--- src/hdl/icrg_pkg.sv ---
// Shared types, constants and geometry helpers of the icon line run generator.
package icrg_pkg;

	localparam int ICON_ROWS = 16;
	localparam int ROW_AW = $clog2(ICON_ROWS);
	localparam int STEP_W = $clog2(ROW_AW);
	localparam int CELLS = 16;
	localparam int CELL_W = $clog2(CELLS);
	localparam int QDEPTH = 2;
	localparam int S_TDATA_W = 32;
	localparam int REG_AW = 5;

	localparam logic [2:0] REG_ICON_WIDTH = 3'd0;
	localparam logic [2:0] REG_ICON_HEIGHT = 3'd1;
	localparam logic [2:0] REG_OFFSET_X = 3'd2;
	localparam logic [2:0] REG_OFFSET_Y = 3'd3;
	localparam logic [2:0] REG_SCALE_W = 3'd4;
	localparam logic [2:0] REG_SCALE_H = 3'd5;
	localparam logic [2:0] REG_BORDER_EN = 3'd6;

	localparam logic [1:0] SEL_BG = 2'd0;
	localparam logic [1:0] SEL_FG = 2'd1;
	localparam logic [1:0] SEL_TOP = 2'd2;
	localparam logic [1:0] SEL_BOT = 2'd3;

	localparam logic REQ_LOAD = 1'b0;

	typedef enum logic [1:0] {
		KIND_LOAD = 2'd0,
		KIND_BG = 2'd1,
		KIND_ICON = 2'd2
	} kind_t;

	typedef struct packed {
		logic [7:0] icon_width;
		logic [7:0] icon_height;
		logic [7:0] offset_x;
		logic [7:0] offset_y;
		logic [3:0] scale_w;
		logic [3:0] scale_h;
		logic border_enable;
	} cfg_t;

	typedef struct packed {
		kind_t kind;
		logic [3:0] row_index;
		logic [15:0] row_bits;
		logic [7:0] line_r;
	} qent_t;

	function automatic logic [7:0] centre(input logic [7:0] win, input logic [7:0] size,
			input logic [7:0] shift);
		logic [8:0] d;
		d = {1'b1, win} - {1'b0, size};
		return d[8:1] + 8'd128 + shift;
	endfunction

endpackage

--- src/hdl/icrg_ram.sv ---
// Generic single-write, single-read RAM with registered read data.
module icrg_ram #(
	parameter int WIDTH = 16,
	parameter int DEPTH = 16
) (
	input logic clk,
	input logic we,
	input logic [$clog2(DEPTH)-1:0] waddr,
	input logic [WIDTH-1:0] wdata,
	input logic [$clog2(DEPTH)-1:0] raddr,
	output logic [WIDTH-1:0] rdata
);

	logic [WIDTH-1:0] mem_q [DEPTH];
	logic [WIDTH-1:0] rdata_q;

	always_ff @(posedge clk) begin
		if (we) begin
			mem_q[waddr] <= wdata;
		end
		rdata_q <= mem_q[raddr];
	end

	assign rdata = rdata_q;

endmodule

--- src/hdl/icrg_front.sv ---
// Front end: accepts request words and classifies them as load, background line or icon line.
module icrg_front (
	input icrg_pkg::cfg_t cfg,
	input logic s_tvalid,
	output logic s_tready,
	input logic [icrg_pkg::S_TDATA_W-1:0] s_tdata, // row_index, row_bits, line_y
	input logic s_tuser,                           // req_type
	input logic full,
	output logic push,
	output icrg_pkg::qent_t push_data
);
	import icrg_pkg::*;

	logic [3:0] row_index;
	logic [15:0] row_bits;
	logic [7:0] line_y;
	logic [11:0] bh_full;
	logic [7:0] bh;
	logic [7:0] by;
	logic [7:0] r;
	logic in_icon;
	logic keep;

	always_comb begin
		row_index = s_tdata[3:0];
		row_bits = s_tdata[19:4];
		line_y = s_tdata[27:20];
		bh_full = 12'(ICON_ROWS) * {8'd0, cfg.scale_h};
		bh = bh_full[7:0];
		by = centre(cfg.icon_height, bh, cfg.offset_y);
		r = line_y - by;
		in_icon = (line_y >= by) && (r < bh);
		keep = 1'b1;
		push_data.row_index = row_index;
		push_data.row_bits = row_bits;
		push_data.line_r = r;
		if (s_tuser == REQ_LOAD) begin
			push_data.kind = KIND_LOAD;
			// drop rows beyond the bitmap
			keep = ({1'b0, row_index} < 5'(ICON_ROWS));
		end else if (in_icon) begin
			push_data.kind = KIND_ICON;
		end else begin
			push_data.kind = KIND_BG;
		end
	end

	assign s_tready = !full;
	assign push = s_tvalid && !full && keep;

endmodule

--- src/hdl/icrg_fifo.sv ---
// Short queue of classified requests between front and back end.
module icrg_fifo (
	input logic clk,
	input logic arst_n,
	input logic push,
	input icrg_pkg::qent_t push_data,
	output logic full,
	input logic pop,
	output icrg_pkg::qent_t pop_data,
	output logic empty
);
	import icrg_pkg::*;

	localparam int PTR_W = $clog2(QDEPTH);
	localparam int CNT_W = $clog2(QDEPTH + 1);

	qent_t mem_q [QDEPTH];
	logic [PTR_W-1:0] wr_ptr_q;
	logic [PTR_W-1:0] rd_ptr_q;
	logic [CNT_W-1:0] count_q;

	always_ff @(posedge clk or negedge arst_n) begin
		if (!arst_n) begin
			wr_ptr_q <= '0;
			rd_ptr_q <= '0;
			count_q <= '0;
		end else begin
			if (push) begin
				wr_ptr_q <= wr_ptr_q + 1'b1;
			end
			if (pop) begin
				rd_ptr_q <= rd_ptr_q + 1'b1;
			end
			if (push && !pop) begin
				count_q <= count_q + 1'b1;
			end else if (pop && !push) begin
				count_q <= count_q - 1'b1;
			end
		end
	end

	always_ff @(posedge clk) begin
		if (push) begin
			mem_q[wr_ptr_q] <= push_data;
		end
	end

	assign pop_data = mem_q[rd_ptr_q];
	assign full = (count_q == CNT_W'(QDEPTH));
	assign empty = (count_q == '0);

endmodule

--- src/hdl/icrg_back.sv ---
// Back end: stores rows, divides the line offset, fetches rows and emits colour runs.
module icrg_back (
	input logic clk,
	input logic arst_n,
	input icrg_pkg::cfg_t cfg,
	input logic empty,
	input icrg_pkg::qent_t pop_data,
	output logic pop,
	output logic ram_we,
	output logic [icrg_pkg::ROW_AW-1:0] ram_waddr,
	output logic [15:0] ram_wdata,
	output logic [icrg_pkg::ROW_AW-1:0] ram_raddr,
	input logic [15:0] ram_rdata,
	output logic m_tvalid,
	input logic m_tready,
	output logic [7:0] m_tdata, // run_length
	output logic [1:0] m_tuser, // color_sel
	output logic m_tlast        // last_run
);
	import icrg_pkg::*;

	typedef enum logic [9:0] {
		ST_IDLE = 10'b0000000001,
		ST_BGL  = 10'b0000000010,
		ST_DIV  = 10'b0000000100,
		ST_RD0  = 10'b0000001000,
		ST_RD1  = 10'b0000010000,
		ST_RD2  = 10'b0000100000,
		ST_RD3  = 10'b0001000000,
		ST_LPAD = 10'b0010000000,
		ST_CELL = 10'b0100000000,
		ST_RPAD = 10'b1000000000
	} state_t;

	state_t state_q;
	state_t next_state;

	logic [7:0] rem_q;
	logic [ROW_AW-1:0] quo_q;
	logic [STEP_W-1:0] step_q;
	logic [15:0] cur_q;
	logic [15:0] prv_q;
	logic [15:0] nxt_q;
	logic left_q;
	logic [CELL_W-1:0] cell_q;
	logic [1:0] sub_q;

	logic mvalid_q;
	logic [7:0] run_q;
	logic [1:0] sel_q;
	logic last_q;

	logic [7:0] bw;
	logic [7:0] bx;
	logic [7:0] bx2;
	logic rpad_v;
	logic [7:0] dsh;
	logic first_sub;
	logic last_sub;

	logic [1:0] rsel [3];
	logic [3:0] rlen [3];
	logic [1:0] rcnt;
	logic cell_done;

	logic emit_v;
	logic [1:0] emit_sel;
	logic [7:0] emit_len;
	logic emit_last;
	logic out_free;
	logic advance;

	always_comb begin
		bw = {cfg.scale_w, 4'd0};
		bx = centre(cfg.icon_width, bw, cfg.offset_x);
		bx2 = bx + bw;
		rpad_v = bx2 < cfg.icon_width;
		dsh = 8'({4'd0, cfg.scale_h} << step_q);
		first_sub = (rem_q == 8'd0);
		last_sub = (rem_q == {4'd0, cfg.scale_h - 4'd1});
	end

	// decode the runs of the current cell
	always_comb begin
		rcnt = 2'd1;
		for (int i = 0; i < 3; i++) begin
			rsel[i] = SEL_BG;
			rlen[i] = cfg.scale_w;
		end
		if (!cur_q[15]) begin
			rsel[0] = SEL_BG;
		end else if (!cfg.border_enable) begin
			rsel[0] = SEL_FG;
		end else if (!prv_q[15]) begin
			rsel[0] = SEL_TOP;
		end else if (!nxt_q[15]) begin
			rsel[0] = SEL_BOT;
		end else if (left_q && cur_q[14]) begin
			rsel[0] = SEL_FG;
		end else if (left_q) begin
			if (cfg.scale_w == 4'd1) begin
				rsel[0] = SEL_BOT;
				rlen[0] = 4'd1;
			end else begin
				rsel[0] = SEL_FG;
				rlen[0] = cfg.scale_w - 4'd1;
				rsel[1] = SEL_BOT;
				rlen[1] = 4'd1;
				rcnt = 2'd2;
			end
		end else if (cur_q[14]) begin
			rsel[0] = SEL_TOP;
			rlen[0] = 4'd1;
			if (cfg.scale_w != 4'd1) begin
				rsel[1] = SEL_FG;
				rlen[1] = cfg.scale_w - 4'd1;
				rcnt = 2'd2;
			end
		end else begin
			rsel[0] = SEL_TOP;
			rlen[0] = 4'd1;
			if (cfg.scale_w == 4'd2) begin
				rsel[1] = SEL_BOT;
				rlen[1] = 4'd1;
				rcnt = 2'd2;
			end else if (cfg.scale_w > 4'd2) begin
				rsel[1] = SEL_FG;
				rlen[1] = cfg.scale_w - 4'd2;
				rsel[2] = SEL_BOT;
				rlen[2] = 4'd1;
				rcnt = 2'd3;
			end
		end
		cell_done = (sub_q == rcnt - 2'd1);
	end

	assign out_free = !mvalid_q || m_tready;
	assign advance = !emit_v || out_free;

	always_comb begin
		next_state = state_q;
		pop = 1'b0;
		ram_we = 1'b0;
		ram_waddr = pop_data.row_index[ROW_AW-1:0];
		ram_wdata = pop_data.row_bits;
		ram_raddr = quo_q;
		emit_v = 1'b0;
		emit_sel = SEL_BG;
		emit_len = 8'd0;
		emit_last = 1'b0;
		case (state_q)
			ST_IDLE: begin
				if (!empty) begin
					pop = 1'b1;
					case (pop_data.kind)
						KIND_LOAD: ram_we = 1'b1;
						KIND_BG: next_state = ST_BGL;
						KIND_ICON: next_state = ST_DIV;
						default: next_state = ST_IDLE;
					endcase
				end
			end
			ST_BGL: begin
				emit_v = (cfg.icon_width != 8'd0);
				emit_len = cfg.icon_width;
				emit_last = 1'b1;
				if (advance) begin
					next_state = ST_IDLE;
				end
			end
			ST_DIV: begin
				if (step_q == '0) begin
					next_state = ST_RD0;
				end
			end
			ST_RD0: next_state = ST_RD1;
			ST_RD1: begin
				ram_raddr = quo_q - 1'b1;
				next_state = ST_RD2;
			end
			ST_RD2: begin
				ram_raddr = quo_q + 1'b1;
				next_state = ST_RD3;
			end
			ST_RD3: next_state = ST_LPAD;
			ST_LPAD: begin
				emit_v = (bx != 8'd0);
				emit_len = bx;
				emit_last = (cfg.scale_w == 4'd0) && !rpad_v;
				if (advance) begin
					next_state = (cfg.scale_w == 4'd0) ? ST_RPAD : ST_CELL;
				end
			end
			ST_CELL: begin
				emit_v = 1'b1;
				emit_sel = rsel[sub_q];
				emit_len = {4'd0, rlen[sub_q]};
				emit_last = (cell_q == CELL_W'(CELLS - 1)) && cell_done && !rpad_v;
				if (advance && cell_done && cell_q == CELL_W'(CELLS - 1)) begin
					next_state = ST_RPAD;
				end
			end
			ST_RPAD: begin
				emit_v = rpad_v;
				emit_len = cfg.icon_width - bx2;
				emit_last = 1'b1;
				if (advance) begin
					next_state = ST_IDLE;
				end
			end
			default: next_state = ST_IDLE;
		endcase
	end

	always_ff @(posedge clk or negedge arst_n) begin
		if (!arst_n) begin
			state_q <= ST_IDLE;
			mvalid_q <= 1'b0;
		end else begin
			state_q <= next_state;
			if (emit_v && out_free) begin
				mvalid_q <= 1'b1;
			end else if (m_tready) begin
				mvalid_q <= 1'b0;
			end
		end
	end

	always_ff @(posedge clk) begin
		if (emit_v && out_free) begin
			run_q <= emit_len;
			sel_q <= emit_sel;
			last_q <= emit_last;
		end
		case (state_q)
			ST_IDLE: begin
				rem_q <= pop_data.line_r;
				quo_q <= '0;
				step_q <= STEP_W'(ROW_AW - 1);
			end
			ST_DIV: begin
				if (rem_q >= dsh) begin
					rem_q <= rem_q - dsh;
					quo_q[step_q] <= 1'b1;
				end
				step_q <= step_q - 1'b1;
			end
			ST_RD1: cur_q <= ram_rdata;
			ST_RD2: prv_q <= first_sub ? ((quo_q == '0) ? 16'd0 : ram_rdata) : cur_q;
			ST_RD3: begin
				nxt_q <= last_sub ?
					((quo_q == ROW_AW'(ICON_ROWS - 1)) ? 16'd0 : ram_rdata) : cur_q;
				cell_q <= '0;
				sub_q <= 2'd0;
				left_q <= 1'b0;
			end
			ST_CELL: begin
				if (advance) begin
					if (cell_done) begin
						sub_q <= 2'd0;
						left_q <= cur_q[15];
						cur_q <= {cur_q[14:0], 1'b0};
						prv_q <= {prv_q[14:0], 1'b0};
						nxt_q <= {nxt_q[14:0], 1'b0};
						cell_q <= cell_q + 1'b1;
					end else begin
						sub_q <= sub_q + 2'd1;
					end
				end
			end
			default: ;
		endcase
	end

	assign m_tvalid = mvalid_q;
	assign m_tdata = run_q;
	assign m_tuser = sel_q;
	assign m_tlast = last_q;

endmodule

--- src/hdl/icon_line_run_generator_unit.sv ---
// Top level of the icon line run generator: register file, front end, queue, back end, row store.
// A load word is queued when taken and written to the row store when the back end pops it while idle.
// A background line gives a single run of the icon width, or none when the width is zero.
// An icon line leaves the queue, takes four division steps and passes the four row-store read states,
// then gives one run per cycle while the output is not stalled; a pad state with an empty pad gives no run.
// The back-end sequencer sets throughput; the queue lets the front take words meanwhile.
// Reset restores register defaults and empties the queue and output; the row store is not cleared.
module icon_line_run_generator_unit (
	input logic clk,
	input logic arst_n,
	input logic s_tvalid,
	output logic s_tready,
	input logic [icrg_pkg::S_TDATA_W-1:0] s_tdata, // row_index, row_bits, line_y
	input logic s_tuser,                           // req_type
	output logic m_tvalid,
	input logic m_tready,
	output logic [7:0] m_tdata, // run_length
	output logic [1:0] m_tuser, // color_sel
	output logic m_tlast,       // last_run
	input logic psel,
	input logic penable,
	input logic pwrite,
	input logic [icrg_pkg::REG_AW-1:0] paddr,
	input logic [31:0] pwdata,
	output logic [31:0] prdata,
	output logic pready
);
	import icrg_pkg::*;

	cfg_t cfg_q;
	logic [2:0] reg_idx;
	logic push;
	qent_t push_data;
	logic full;
	logic pop;
	qent_t pop_data;
	logic empty;
	logic ram_we;
	logic [ROW_AW-1:0] ram_waddr;
	logic [15:0] ram_wdata;
	logic [ROW_AW-1:0] ram_raddr;
	logic [15:0] ram_rdata;

	assign pready = 1'b1;
	assign reg_idx = paddr[REG_AW-1:2];

	always_ff @(posedge clk or negedge arst_n) begin
		if (!arst_n) begin
			cfg_q.icon_width <= 8'd32;
			cfg_q.icon_height <= 8'd32;
			cfg_q.offset_x <= 8'd0;
			cfg_q.offset_y <= 8'd0;
			cfg_q.scale_w <= 4'd1;
			cfg_q.scale_h <= 4'd1;
			cfg_q.border_enable <= 1'b0;
		end else if (psel && penable && pwrite && pready) begin
			case (reg_idx)
				REG_ICON_WIDTH: cfg_q.icon_width <= pwdata[7:0];
				REG_ICON_HEIGHT: cfg_q.icon_height <= pwdata[7:0];
				REG_OFFSET_X: cfg_q.offset_x <= pwdata[7:0];
				REG_OFFSET_Y: cfg_q.offset_y <= pwdata[7:0];
				REG_SCALE_W: cfg_q.scale_w <= pwdata[3:0];
				REG_SCALE_H: cfg_q.scale_h <= pwdata[3:0];
				REG_BORDER_EN: cfg_q.border_enable <= pwdata[0];
				default: ;
			endcase
		end
	end

	always_comb begin
		case (reg_idx)
			REG_ICON_WIDTH: prdata = {24'd0, cfg_q.icon_width};
			REG_ICON_HEIGHT: prdata = {24'd0, cfg_q.icon_height};
			REG_OFFSET_X: prdata = {24'd0, cfg_q.offset_x};
			REG_OFFSET_Y: prdata = {24'd0, cfg_q.offset_y};
			REG_SCALE_W: prdata = {28'd0, cfg_q.scale_w};
			REG_SCALE_H: prdata = {28'd0, cfg_q.scale_h};
			REG_BORDER_EN: prdata = {31'd0, cfg_q.border_enable};
			default: prdata = 32'd0;
		endcase
	end

	icrg_front u_front (
		.cfg(cfg_q),
		.s_tvalid(s_tvalid),
		.s_tready(s_tready),
		.s_tdata(s_tdata),
		.s_tuser(s_tuser),
		.full(full),
		.push(push),
		.push_data(push_data)
	);

	icrg_fifo u_fifo (
		.clk(clk),
		.arst_n(arst_n),
		.push(push),
		.push_data(push_data),
		.full(full),
		.pop(pop),
		.pop_data(pop_data),
		.empty(empty)
	);

	icrg_ram #(
		.WIDTH(16),
		.DEPTH(ICON_ROWS)
	) u_row_store (
		.clk(clk),
		.we(ram_we),
		.waddr(ram_waddr),
		.wdata(ram_wdata),
		.raddr(ram_raddr),
		.rdata(ram_rdata)
	);

	icrg_back u_back (
		.clk(clk),
		.arst_n(arst_n),
		.cfg(cfg_q),
		.empty(empty),
		.pop_data(pop_data),
		.pop(pop),
		.ram_we(ram_we),
		.ram_waddr(ram_waddr),
		.ram_wdata(ram_wdata),
		.ram_raddr(ram_raddr),
		.ram_rdata(ram_rdata),
		.m_tvalid(m_tvalid),
		.m_tready(m_tready),
		.m_tdata(m_tdata),
		.m_tuser(m_tuser),
		.m_tlast(m_tlast)
	);

endmodule

--- config.mk ---
export PLATFORM = sky130hd
export DESIGN_NAME = icon_line_run_generator_unit
export DESIGN_NICKNAME = d
export VERILOG_FILES = /design/src/hdl/icrg_pkg.sv /design/src/hdl/icrg_ram.sv /design/src/hdl/icrg_front.sv /design/src/hdl/icrg_fifo.sv /design/src/hdl/icrg_back.sv /design/src/hdl/icon_line_run_generator_unit.sv
export SDC_FILE = /design/constraint.sdc
export NUM_CORES = 1
export LEC_CHECK = 0
export CAP_MARGIN = 20
export CELL_PAD_IN_SITES_DETAIL_PLACEMENT = 1
export CELL_PAD_IN_SITES_GLOBAL_PLACEMENT = 1
export CORE_ASPECT_RATIO = 1.5
export CORE_MARGIN = 5
export CORE_UTILIZATION = 58
export DETAILED_ROUTE_END_ITERATION = 10
export DONT_BUFFER_PORTS = 1
export GPL_ROUTABILITY_DRIVEN = 1
export PLACE_DENSITY_LB_ADDON = 0.1
export SLEW_MARGIN = 20
export SYNTH_ARGS = -nofsm -noshare
export SYNTH_HDL_FRONTEND = slang
export SYNTH_HIERARCHICAL = 1
export SYNTH_SLANG_ARGS = --single-unit
--- constraint.sdc ---
create_clock -name clk -period 15.5 [get_ports clk]
set_input_delay 3.1 -clock clk [delete_from_list [all_inputs] [get_ports clk]]
set_output_delay 3.1 -clock clk [all_outputs]
set_load 0.005 [all_outputs]
* Yosys cells after proc, flatten, opt, wreduce, memory -nomap -nowiden
Memory sizes are Yosys's and may differ from the RTL's. A register that Yosys moved wholly into a read port is not among the register bits. Index checks and enable logic that the tools add are counted. W data, S select, Z words.
Operators by class: add/sub/neg operators 23, mux-type cells 109, shifts and indexed selects 1, magnitude comparators 8, $mul 0, equality and inequality tests 35, reductions and logical operators 51, bitwise operators 2, div/mod/pow operators 0
Operators with widths (number):
- $mux W16 | 10
- $pmux W16 S2 | 3
- $pmux W10 S9 | 1
- $mux W4 | 19
- $mux W2 | 31
- $mux W10 | 6
- $mux W12 | 5
- $pmux W8 S7 | 1
- $pmux W8 S4 | 1
- $pmux W10 S3 | 1
- $add A8 B8 Y8 | 3
- $mux W8 | 3
- $pmux W4 S2 | 3
- $sub A8 B8 Y8 | 3
- $reduce_and A2 Y1 | 9
- $sub A9 B8 Y9 | 2
- $add A8 B8 Y8 const B | 2
- $ge A8 B8 Y1 | 2
- $lt A8 B8 Y1 | 2
- $pmux W8 S2 | 1
- $reduce_bool A8 Y1 | 2
- $mux W1 | 15
- $logic_and A1 B1 Y1 | 14
- $ne A2 B1 Y1 const B | 7
- other kinds (53) | 83
Word-level totals: RAM bits 316, memories 2, input bits 77, output and inout bits 46, latch bits 0, logic and storage cells 255, flip-flop bits (word level) 136, memory bits (read-only) 0
Memories:
- u_row_store.mem_q | depth 16, width 16, rd ports 1, clocked after Yosys merged registers in 1, write ports 1, RTL line icrg_ram.sv:14 | logic [WIDTH-1:0] mem_q [DEPTH];
- u_fifo.mem_q | depth 2, width 30, rd ports 1, clocked after Yosys merged registers in 0, write ports 1, RTL line icrg_fifo.sv:17 | qent_t mem_q [QDEPTH];

* Longest topological paths before layout
Gate-level depths: netlist of the first run.
depth in word-level cells 16, depth in mapped cells 22, gate-level depth less buffers 22

* Modules after synthesis
The synthesis of the first run kept the hierarchy.
By module, submodules not included:
- icrg_ram | times used 1, cells an instance 432, sequential area each 8007.7 sq um, area an instance 10042.1 sq um
- icrg_back | times used 1, cells an instance 766, sequential area each 2678.8 sq um, area an instance 6919.1 sq um
- icrg_fifo | times used 1, cells an instance 109, sequential area each 1901.8 sq um, area an instance 2359.8 sq um
- icon_line_run_generator_unit | times used 1, cells an instance 157, sequential area each 1031.0 sq um, area an instance 2157.1 sq um
- icrg_front | times used 1, cells an instance 134, sequential area each 0.0 sq um, area an instance 1071.0 sq um

* Worst setup path after synthesis of the first run
Ideal clock, no wire load.
path type in2out, start input paddr[2] (netlist name), end output prdata[6], path slack 8.290 ns, cell stages on the path 4, buffers on the path 2, data required time 12.400 ns, arrival time 4.110 ns, path through buf_6 -> buf_2 -> mux4_2 -> nor2b_1
On the way: longest elaborated chain between the ends 2, elaborated cells on any way between the ends 8, those cells by class eq/ne: 6; mux: 1; reduce/logical: 1
Ends and longest elaborated chain:
- start, declared | RTL line icon_line_run_generator_unit.sv:23 | input logic [icrg_pkg::REG_AW-1:0] paddr,
- $eq A3 B3 Y1 (tied with other cells) | RTL line icon_line_run_generator_unit.sv:71 | case (reg_idx)
- $pmux W8 S7 * | RTL line icon_line_run_generator_unit.sv:71
- end, declared | RTL line icon_line_run_generator_unit.sv:25 | output logic [31:0] prdata,
Every way passes the cells marked *; elsewhere a longest branch is shown, timed or not.

* Worst setup path in the final report of the first run
start input paddr[2] (netlist name), end output prdata[2]
The elaborated chain is that of the path after synthesis.

==> key figures, run 1 <==
Synthesis
  • Unique masters post-synth: 90
  • Share of the synthesized area in the top cell type: 52.7%
  • Synth Area in Compound Gates: 6.99%
  • Syn Std Cell Area: 22,500 sq um
  • Fraction of registers with async set/reset: 12.0%
  • Post-synthesis sequential area ratio: 60.4%
  • Post-synthesis adder-cell area fraction: 5.46%
  • Top cells by area, synth: edfxtp_1, mux4_2, dfrtp_1
  • Mean Syn Cell Area: 14.1 sq um
  • EDFF count, synth: 396
  • FF+latch count, synth: 468
  • XOR/XNOR Fraction of Synth Area: 1.98%
  • Mapped Cells: 1,598
  • Synth Area in Simple Gates: 8.78%
  • Ys Warns: 6
  • Largest family of logic cells by synthesized area: multiplexers
  • Multiplexer share of the synthesized area: 11.7%
  • Yosys top cell by area: edfxtp_1
  • Top_reg_cell synth: edfxtp_1

STA
  • Worst rel slew slack: 26.5%
  • Worst Skew: 0.0309 ns
  • Fmax: 145 MHz
  • Final setup vio count: 0
  • Setup_tns: 0 ns
  • Slew @ Worst Pin: 1.10 ns
  • RSZ-0062 raised after global routing: no
  • Final WS setup: 8.62 ns
  • Final worst path period share: 44.4%
  • Final min period: 6.88 ns
  • Final Hold Fails: 0
  • Slew Limit Fails: 0

Clock network
  • Bufs on Longest Clock Path: 3
  • Clock slew seen by the registers of the worst setup and hold paths: 0.06 ns
  • Total CTS buffers: 44
  • Post_cts resized: 0
  • Clock Sinks: 468
  • Clk_lat worst skew: 0.58 ns
  • CTS tree: done
  • H-tree Lvls: 2
  • Postcts setup bufs: 0
  • Root buf cell: clkbuf_16
  • Cts hold-fix bufs: 0

Setup path
  • CP Data Required Time: 12.40 ns
  • CP max FO: 16
  • Crit Path Class: input port to output port
  • Startpoint types: input port
  • Crit end category: output port
  • Crit path arrival time: 3.78 ns

Power
  • IR drop worst, VDD: 182 uV
  • P_leak: 8.88 nW
  • Power per cell area: 190 nW/um^2

Finish
  • Area Overhead vs Synth: 7.52%
  • Share of layout cells above drive strength 1: 17.0%
  • ANT cells: 0
  • Post-layout nets: 1,737
  • Finished Cell Area: 24,200 sq um
  • Fillers: 3,524

Global route
  • GR Util All Layers: 26.3%
  • Vias in the first global route: 14.5k
  • First-pass GRT wire length: 86,300 um
  • Antenna violations before repair: 0
  • Largest net degree at the start of global routing: 87
  • Total gr overflow: 0

Detailed routing
  • Initial DRT Pass Iterations: 5
  • DRC viols: 0
  • Vias: 13.3k
  • Routed WL: 56,100 um
  • Initial drt markers: 908
  • Post-route ant nets: 0
  • Vias per cell: 6.33
  • WL/cell: 26.7 um

Die
  • FP Rows: 88
  • Core area: 38,400 sq um
  • Initial Util: 58.7%
  • Chip Height: 251 um
  • I/O pin count: 123
  • Die area: 43,000 sq um
  • Die X: 171 um

Job
  • Max-cap viol count: 0

Placed design
  • Post-Place Cell Area: 22,700 sq um
  • Hpwl dp: 37,100 um
  • Placer Congestion: 0.868
  • Post-Place Setup Slack: 8.62 ns
  • Port Buffers: 0

Worst hold path
  • Hold Crit Class: flop to flop

Outcome
  • Outcome: finished, final reports clean
-- cells in the mapped netlist (5+ instances only) --
library cell,number
xor2_1,25
a31oi_1,35
a22oi_1,36
or2_2,5
nand2b_1,27
dfrtp_1,51
o22ai_1,6
mux2_4,10
nand2_1,127
xnor2_1,26
a211oi_1,6
nand3_1,48
nor3_1,16
mux2_2,66
dfstp_2,5
nor2b_1,18
inv_1,56
buf_6,11
mux2i_1,15
o21ai_0,32
a21oi_1,42
nand3b_1,7
buf_2,5
mux4_2,58
fa_1,9
dfxtp_1,16
buf_4,68
and2_1,10
clkbuf_1,41
mux4_1,11
o211ai_1,5
buf_1,5
ha_1,84
nor2_1,102
nor4_1,10
a21o_1,16
edfxtp_1,396
nand4_1,8
-- cells by family after synthesis --
kind of cell               count (synthesis)
DFF                                      468
and+or+nand+nor                          408
AOI/OAI and AO/OA                        229
buffers and inverters                    187
muxes                                    160
adders and majority gates                 93
xor gates and xnor gates                  51
other                                      2
-- critical path, cell delays in order --
cell     delay, ns
mux4_1        0.53
inv_1         0.07
o22ai_1       0.09
-- worst paths after layout --
path	startpoint	end	slack, ns	cells after the start
min	u_fifo/count_q[1]	u_fifo/count_q[1]	0.51	1
min in group asynchronous	arst_n	cfg_q[12]	2.24	0
max in group asynchronous	arst_n	u_back/state_q[0]	13.07	0
max reg2reg	cfg_q[6]	u_back/m_tdata[3]	9.41	19
max	paddr[2]	prdata[2]	8.62	3
min reg2reg	u_fifo/count_q[1]	u_fifo/count_q[1]	0.51	1
-- stage by stage --
step                      cells  util (%)  total power, mW  hold WS, ns
after floorplan            1621         -             3.03        0.455
after global placement     2016      59.1             3.38        0.477
after detailed placement   2016      59.1             3.47        0.491
after CTS                  2098      63.1             4.64        0.506
after global routing       2098      63.1             4.86        0.520
final                      2098      63.1             4.60        0.508
-- placed cells by master (no fill, tap or decap), types with 27 or more instances in the layout --
master,count
a22oi_1,36
o21ai_0,32
a31oi_1,35
buf_4,30
nand2b_1,27
nor2_1,99
a21oi_1,41
edfxtp_1,396
nand3_1,48
mux2_2,66
inv_1,56
mux4_2,58
clkbuf_16,44
ha_1,84
nand2_1,127
dfrtp_1,51
-- metal layers --
metal / wire length, um / part of all wire, % / GRT usage (%)
met5: 0 / 0 / 0
met3: 2570 / 4.6 / 3.73
met4: 2190 / 3.9 / 9.49
met2: 31500 / 56 / 50.1
met1: 19900 / 35 / 29.6
-- sequential cells by signal (all words and copies together) (netlist names), 4 cells and up --
| register | count |
|---|---|
| u_back/cell_q | 4 |
| u_back/cur_q | 16 |
| u_row_store/rdata | 16 |
| u_fifo/mem_q | 60 |
| u_back/rem_q | 8 |
| u_back/m_tdata | 8 |
| u_back/quo_q | 4 |
| u_back/nxt_q | 16 |
| u_row_store/mem_q | 256 |
| u_back/prv_q | 16 |
| u_back/state_q | 10 |
| cfg_q | 41 |
-- area by class of cell --
cell class,count,area (sq um),area share [%]
tap,495,619,2.55
clock inverter,28,390,1.61
multi-input combinational,966,8020,33.1
sequential,468,13600,56.2
clock buffer,54,1150,4.74
timing repair buffer,30,225,0.929
inverter,57,219,0.903
-- report_power, final --
group          internal (mW)  switching [mW]
combinational          0.685            1.00
sequential              1.66           0.120
clock                  0.668           0.471
total                   3.01            1.59
Note: power is estimated with default switching activity, not from simulation.
==> run 2: changes to the inputs <==
--- a/config.mk
+++ b/config.mk
@@ -10,7 +10,7 @@
 export CELL_PAD_IN_SITES_GLOBAL_PLACEMENT = 1
 export CORE_ASPECT_RATIO = 1.5
 export CORE_MARGIN = 5
-export CORE_UTILIZATION = 58
+export CORE_UTILIZATION = 54
 export DETAILED_ROUTE_END_ITERATION = 10
 export DONT_BUFFER_PORTS = 1
 export GPL_ROUTABILITY_DRIVEN = 1
==> constraint.sdc (replaced) <==
create_clock -name clk -period 6.8 [get_ports clk]
set_input_delay 1.36 -clock clk [delete_from_list [all_inputs] [get_ports clk]]
set_output_delay 1.36 -clock clk [all_outputs]
set_load 0.005 [all_outputs]
==> run 2 against run 1 <==
Effect of this change:
- die area is 7.0% higher
- largest power group unchanged
- highest routed layer unchanged
- design area hardly changed
- wire length is 4.2% lower
- non-clock buffer count is 2 higher
- hold slack worse by 0.0081 ns
- critical path type is now flop to flop
- critical endpoint is now u_back/state_q[8]
==> key figures, run 2 (synthesized netlist as in run 1, its figures left out) <==
STA
  • Final min period: 5.63 ns
  • Final setup vio count: 0
  • RSZ-0062 raised after global routing: no
  • Fmax: 178 MHz
  • Worst rel slew slack: 25.3%
  • Slew Limit Fails: 0
  • Worst Skew: 0.0242 ns
  • Slew @ Worst Pin: 1.12 ns
  • Setup_tns: 0 ns
  • Final Hold Fails: 0
  • Final worst path period share: 82.8%

Finish
  • Fillers: 3,923
  • Most frequent cells in the layout: edfxtp_1, nand2_1, nor2_1
  • Share of layout cells above drive strength 1: 17.0%
  • Biggest regs: u_row_store/mem_q: 256 flops, u_fifo/mem_q: 60 flops, cfg_q: 41 flops
  • Finished Cell Area: 24,300 sq um
  • FF+latch area: 13,600 sq um
  • ANT cells: 0
  • Post-layout nets: 1,740
  • Area Overhead vs Synth: 7.62%
  • Most common cell after layout, fill and taps aside: edfxtp_1
  • Largest register by flop count: u_row_store/mem_q
  • Max reg flops: 256
  • Multi-input gate area: 8030 sq um

Die
  • Chip Height: 260 um
  • FP Rows: 91
  • I/O pin count: 123
  • Die area: 46,000 sq um
  • Core area: 41,200 sq um
  • Initial Util: 54.7%
  • Die X: 177 um

Power
  • Reg power frac: 39.3%
  • Psw: 3.54 mW
  • P_leak: 8.88 nW
  • Clk pwr share: 23.9%
  • Internal: 6.74 mW
  • IR drop worst, VDD: 326 uV
  • Power per cell area: 423 nW/um^2
  • Sw frac: 34.4%
  • Combinational share of power: 36.7%

Global route
  • Total gr overflow: 0
  • Antenna violations before repair: 0
  • Largest net degree at the start of global routing: 86
  • Vias in the first global route: 14.1k
  • GR Util All Layers: 23.7%
  • First-pass GRT wire length: 83,100 um

Placed design
  • Placer Congestion: 0.838
  • Port Buffers: 0
  • Hpwl dp: 36,400 um
  • Post-Place Cell Area: 22,800 sq um

Detailed routing
  • WL/cell: 24.8 um
  • Initial DRT Pass Iterations: 5
  • Vias per cell: 5.99
  • DRC viols: 0
  • Post-route ant nets: 0
  • Initial drt markers: 845
  • Routed WL: 53,700 um
  • Vias: 13.0k

Worst hold path
  • Hold Crit Class: input port to async pin

Setup path
  • CP bufs+invs: 3
  • Cell mode on critical path: ha_1
  • Crit Path Class: flop to flop
  • Crit end category: flop
  • Delay-heaviest family, CP: adder cells
  • Max stage delay cell, worst path: a2111o_4
  • CP max FO: 6
  • Critical Path, Cell by Cell: inv_1 -> ha_1 -> inv_1 -> fa_1 -> ha_1 -> ha_1 -> o21ai_0 -> o21bai_1 -> a21oi_1 -> xor2_1 -> inv_1 -> ha_1 -> a21oi_1 -> xnor2_1 -> xnor2_1 -> ha_1 -> nand4_1 -> o22ai_1 -> a211oi_1 -> a221o_1 -> a2111o_4 -> mux2_4
  • Startpoint types: flop
  • CP Data Required Time: 7.23 ns
  • Crit path arrival time: 6.06 ns
  • Crit-path max cell delay: 0.57 ns

Clock network
  • Root buf cell: clkbuf_16
  • Cts hold-fix bufs: 0
  • Total CTS buffers: 45
  • Bufs on Longest Clock Path: 3
  • Clock slew seen by the registers of the worst setup and hold paths: 0.07 ns
  • Clk_lat worst skew: 0.56 ns
  • Clock Sinks: 468
  • H-tree Lvls: 2
  • CTS tree: done
  • Postcts setup bufs: 0
  • Post_cts resized: 0

Outcome
  • Outcome: finished, final reports clean

Job
  • Max-cap viol count: 0
## run 2: through the flow
step	utilization, %	hold slack (ns)	total power [mW]	instances	setup WS [ns]
after detailed placement	55.3	0.492	7.89	2081	1.21
after global placement	55.3	0.476	7.73	2081	1.32
after CTS	58.8	0.477	10.4	2165	1.17
after floorplan	-	0.455	6.90	1621	1.75
final	58.9	0.500	10.3	2165	1.17
after global routing	58.9	0.470	10.9	2165	0.903
## run 2: area by class of cell
type                    count  area share, %
flip-flops and latches    468           56.1
multi-input cells         966           33.1
clock buffers              61           5.11
well taps                 558           2.88
repair buffers             32          0.990
inverters                  57          0.902
clock inverters            23          0.897
## run 2: power by group through the flow
stage               Combinational, mW  Clock, mW  Sequential [mW]
CTS                              3.83       2.51             4.05
detailed placement               3.79          0             4.11
global placement                 3.64          0             4.08
floorplan                        2.92          0             3.99
finish                           3.78       2.46             4.04
global route                     4.16       2.68             4.08
## run 2: worst paths after layout
kind / start / to / slack (ns) / cells past startpoint
worst max-delay path: cfg_q[37] / u_back/state_q[8] / 1.17 / 22
worst min-delay path: arst_n / u_fifo/count_q[1] / 0.50 / 0
worst max register to register: cfg_q[37] / u_back/state_q[8] / 1.17 / 22
worst min register to register: u_fifo/count_q[1] / u_fifo/count_q[1] / 0.50 / 1
max in group asynchronous: arst_n / u_back/state_q[0] / 6.09 / 0
min in group clk: u_fifo/count_q[1] / u_fifo/count_q[1] / 0.50 / 1
## run 2: layer usage
layer	wire length, um	global-route usage (%)
met1	19800	26.9
met2	30200	45.5
met3	2010	3.14
met4	1740	7.98
met5	0	0
==> run 3: changes to the inputs <==
==> constraint.sdc (replaced) <==
create_clock -name clk -period 5.4 [get_ports clk]
set_input_delay 1.08 -clock clk [delete_from_list [all_inputs] [get_ports clk]]
set_output_delay 1.08 -clock clk [all_outputs]
set_load 0.005 [all_outputs]
==> run 3 against run 2 <==
Effect of this change:
- core utilization rose by 0.63 points
- sequential cell count did not move
- clock skew is 0.012 ns lower
- sequential share of layout area down 0.59 points
- critical path depth fell by 2
- power up 30%
- combinational power is 34% higher
- via count increased by 1.5%
- register-to-register slack got worse by 0.95 ns
- design area up 1.1%
- clock power increased by 33%
- largest power group unchanged
==> key figures, run 3 (synthesized netlist as in run 1, its figures left out) <==
Power
  • Psw: 4.57 mW
  • P_leak: 9.02 nW
  • Reg power frac: 37.8%
  • Combinational share of power: 37.8%
  • Internal: 8.78 mW
  • Clk pwr share: 24.4%
  • Power per cell area: 544 nW/um^2
  • IR drop worst, VDD: 559 uV
  • Sw frac: 34.2%

Detailed routing
  • Vias per cell: 6.02
  • Post-route ant nets: 0
  • Initial drt markers: 905
  • Vias: 13.2k
  • WL/cell: 24.9 um
  • Routed WL: 54,500 um
  • DRC viols: 0
  • Initial DRT Pass Iterations: 5

Finish
  • Biggest regs: u_row_store/mem_q: 256 flops, u_fifo/mem_q: 60 flops, cfg_q: 41 flops
  • Share of layout cells above drive strength 1: 18.1%
  • ANT cells: 0
  • Largest register by flop count: u_row_store/mem_q
  • Most common cell after layout, fill and taps aside: edfxtp_1
  • Fin util: 59.5%
  • Post-layout nets: 1,762
  • Max reg flops: 256
  • Area Overhead vs Synth: 8.77%
  • Most frequent cells in the layout: edfxtp_1, nand2_1, nor2_1

Global route
  • Vias in the first global route: 14.3k
  • GR Util All Layers: 23.9%
  • Largest net degree at the start of global routing: 65
  • Antenna violations before repair: 0
  • First-pass GRT wire length: 84,000 um
  • Total gr overflow: 0

Setup path
  • R2R setup slack: 0.22 ns
  • CP max FO: 4
  • Crit end category: flop
  • CP Data Required Time: 5.86 ns
  • Startpoint types: flop
  • Crit path arrival time: 5.64 ns
  • Crit Path Class: flop to flop

Clock network
  • CTS tree: done
  • Clock slew seen by the registers of the worst setup and hold paths: 0.07 ns
  • Clk_lat worst skew: 0.57 ns
  • Total CTS buffers: 45
  • Bufs on Longest Clock Path: 3
  • H-tree Lvls: 2
  • Clock Sinks: 468
  • Root buf cell: clkbuf_16

STA
  • Slew Limit Fails: 0
  • Hold WS: 0.207 ns
  • Final setup vio count: 0
  • Final worst path period share: 96.0%
  • Final Hold Fails: 0
  • Final min period: 5.18 ns
  • Worst rel slew slack: 29.9%
  • Worst Skew: 0.0119 ns
  • Slew @ Worst Pin: 1.05 ns
  • Fmax: 193 MHz

Job
  • Max-cap viol count: 0

Die
  • Core area: 41,200 sq um
  • Initial Util: 54.7%
  • Die X: 177 um
  • Chip Height: 260 um
  • FP Rows: 91
  • Die area: 46,000 sq um
  • I/O pin count: 123

Outcome
  • Outcome: finished, final reports clean

Placed design
  • Placer Congestion: 0.840
  • Hpwl dp: 36,700 um
  • Port Buffers: 0

Worst hold path
  • Hold Crit Class: input port to async pin
-- run 3: path summary, 6_finish.rpt --
path	from	to	cells past startpoint
max	cfg_q[5]	u_back/state_q[8]	20
min	arst_n	cfg_q[32]	0
max reg2reg	cfg_q[5]	u_back/state_q[8]	20
min reg2reg	u_fifo/count_q[1]	u_fifo/count_q[1]	1
max in group asynchronous	arst_n	u_back/state_q[0]	0
min in group clk	u_fifo/count_q[1]	u_fifo/count_q[1]	1
-- run 3: power by group through the flow --
stage	clock (mW)	sequential (mW)	combinational (mW)
floorplan	0	5.02	3.67
global placement	0	5.10	4.77
detailed placement	0	5.13	4.96
CTS	3.33	5.06	5.02
global route	3.51	5.09	5.48
finish	3.26	5.05	5.05
-- run 3: per-stage QoR --
| step | power, mW | std cells | TNS, ns | instance area (sq um) | worst slack, ns |
|---|---|---|---|---|---|
| 2_1_floorplan | 8.69 | 1621 | 0 | 22600 | 0.349 |
| 3_3_place_gp | 9.87 | 2100 | 0 | 23000 | 0.0973 |
| 3_5_place_dp | 10.1 | 2100 | 0 | 23000 | 0.00458 |
| 4_1_cts | 13.4 | 2184 | 0 | 24500 | 0.0429 |
| 5_1_grt | 14.1 | 2186 | -0.00382 | 24500 | -0.00241 |
| 6_report | 13.4 | 2186 | 0 | 24500 | 0.218 |
-- run 3: worst max-delay path, cell delays in order, from the launching register on --
cell      delay [ns]
dfstp_2         0.53
ha_1            0.15
inv_1           0.07
fa_1            0.45
ha_1            0.29
ha_1            0.25
a211oi_2        0.27
nor2_1          0.12
xor2_2          0.20
ha_1            0.26
a21o_1          0.19
a21oi_1         0.17
xnor2_1         0.15
xnor2_1         0.09
ha_1            0.35
nand4_1         0.11
o22ai_1         0.13
a211oi_1        0.10
a221o_1         0.40
a2111o_4        0.50
mux2_4          0.30
-- run 3: metal layers --
layer | GRT usage (%) | up-vias | part of all wire, %
met4 | 8.37 | 0 | 3.7
met5 | 0 | - | 0
met3 | 2.97 | 106 | 3.7
met2 | 46.1 | 301 | 56
li1 | - | 5953 | -
met1 | 27.0 | 6796 | 37
-- run 3: cell type report --
type | count | area, sq um
repair buffers | 54 | 430
multi-input cells | 966 | 8030
fillers | 3888 | 16700
inverters | 57 | 219
clock buffers | 59 | 1230
well taps | 558 | 698
clock inverters | 24 | 298
flip-flops and latches | 468 | 13600
-- run 3: what timing repair did --
| action | 4_1_cts | 5_1_grt |
|---|---|---|
| hold buffers | 0 | 0 |
| pin swaps | 1 | 4 |
| resized for setup | 0 | 3 |
| endpoints found under the hold margin | 0 | 0 |
| buffers inserted | 1 | 2 |
| endpoints found under the setup margin | 2 | 17 |
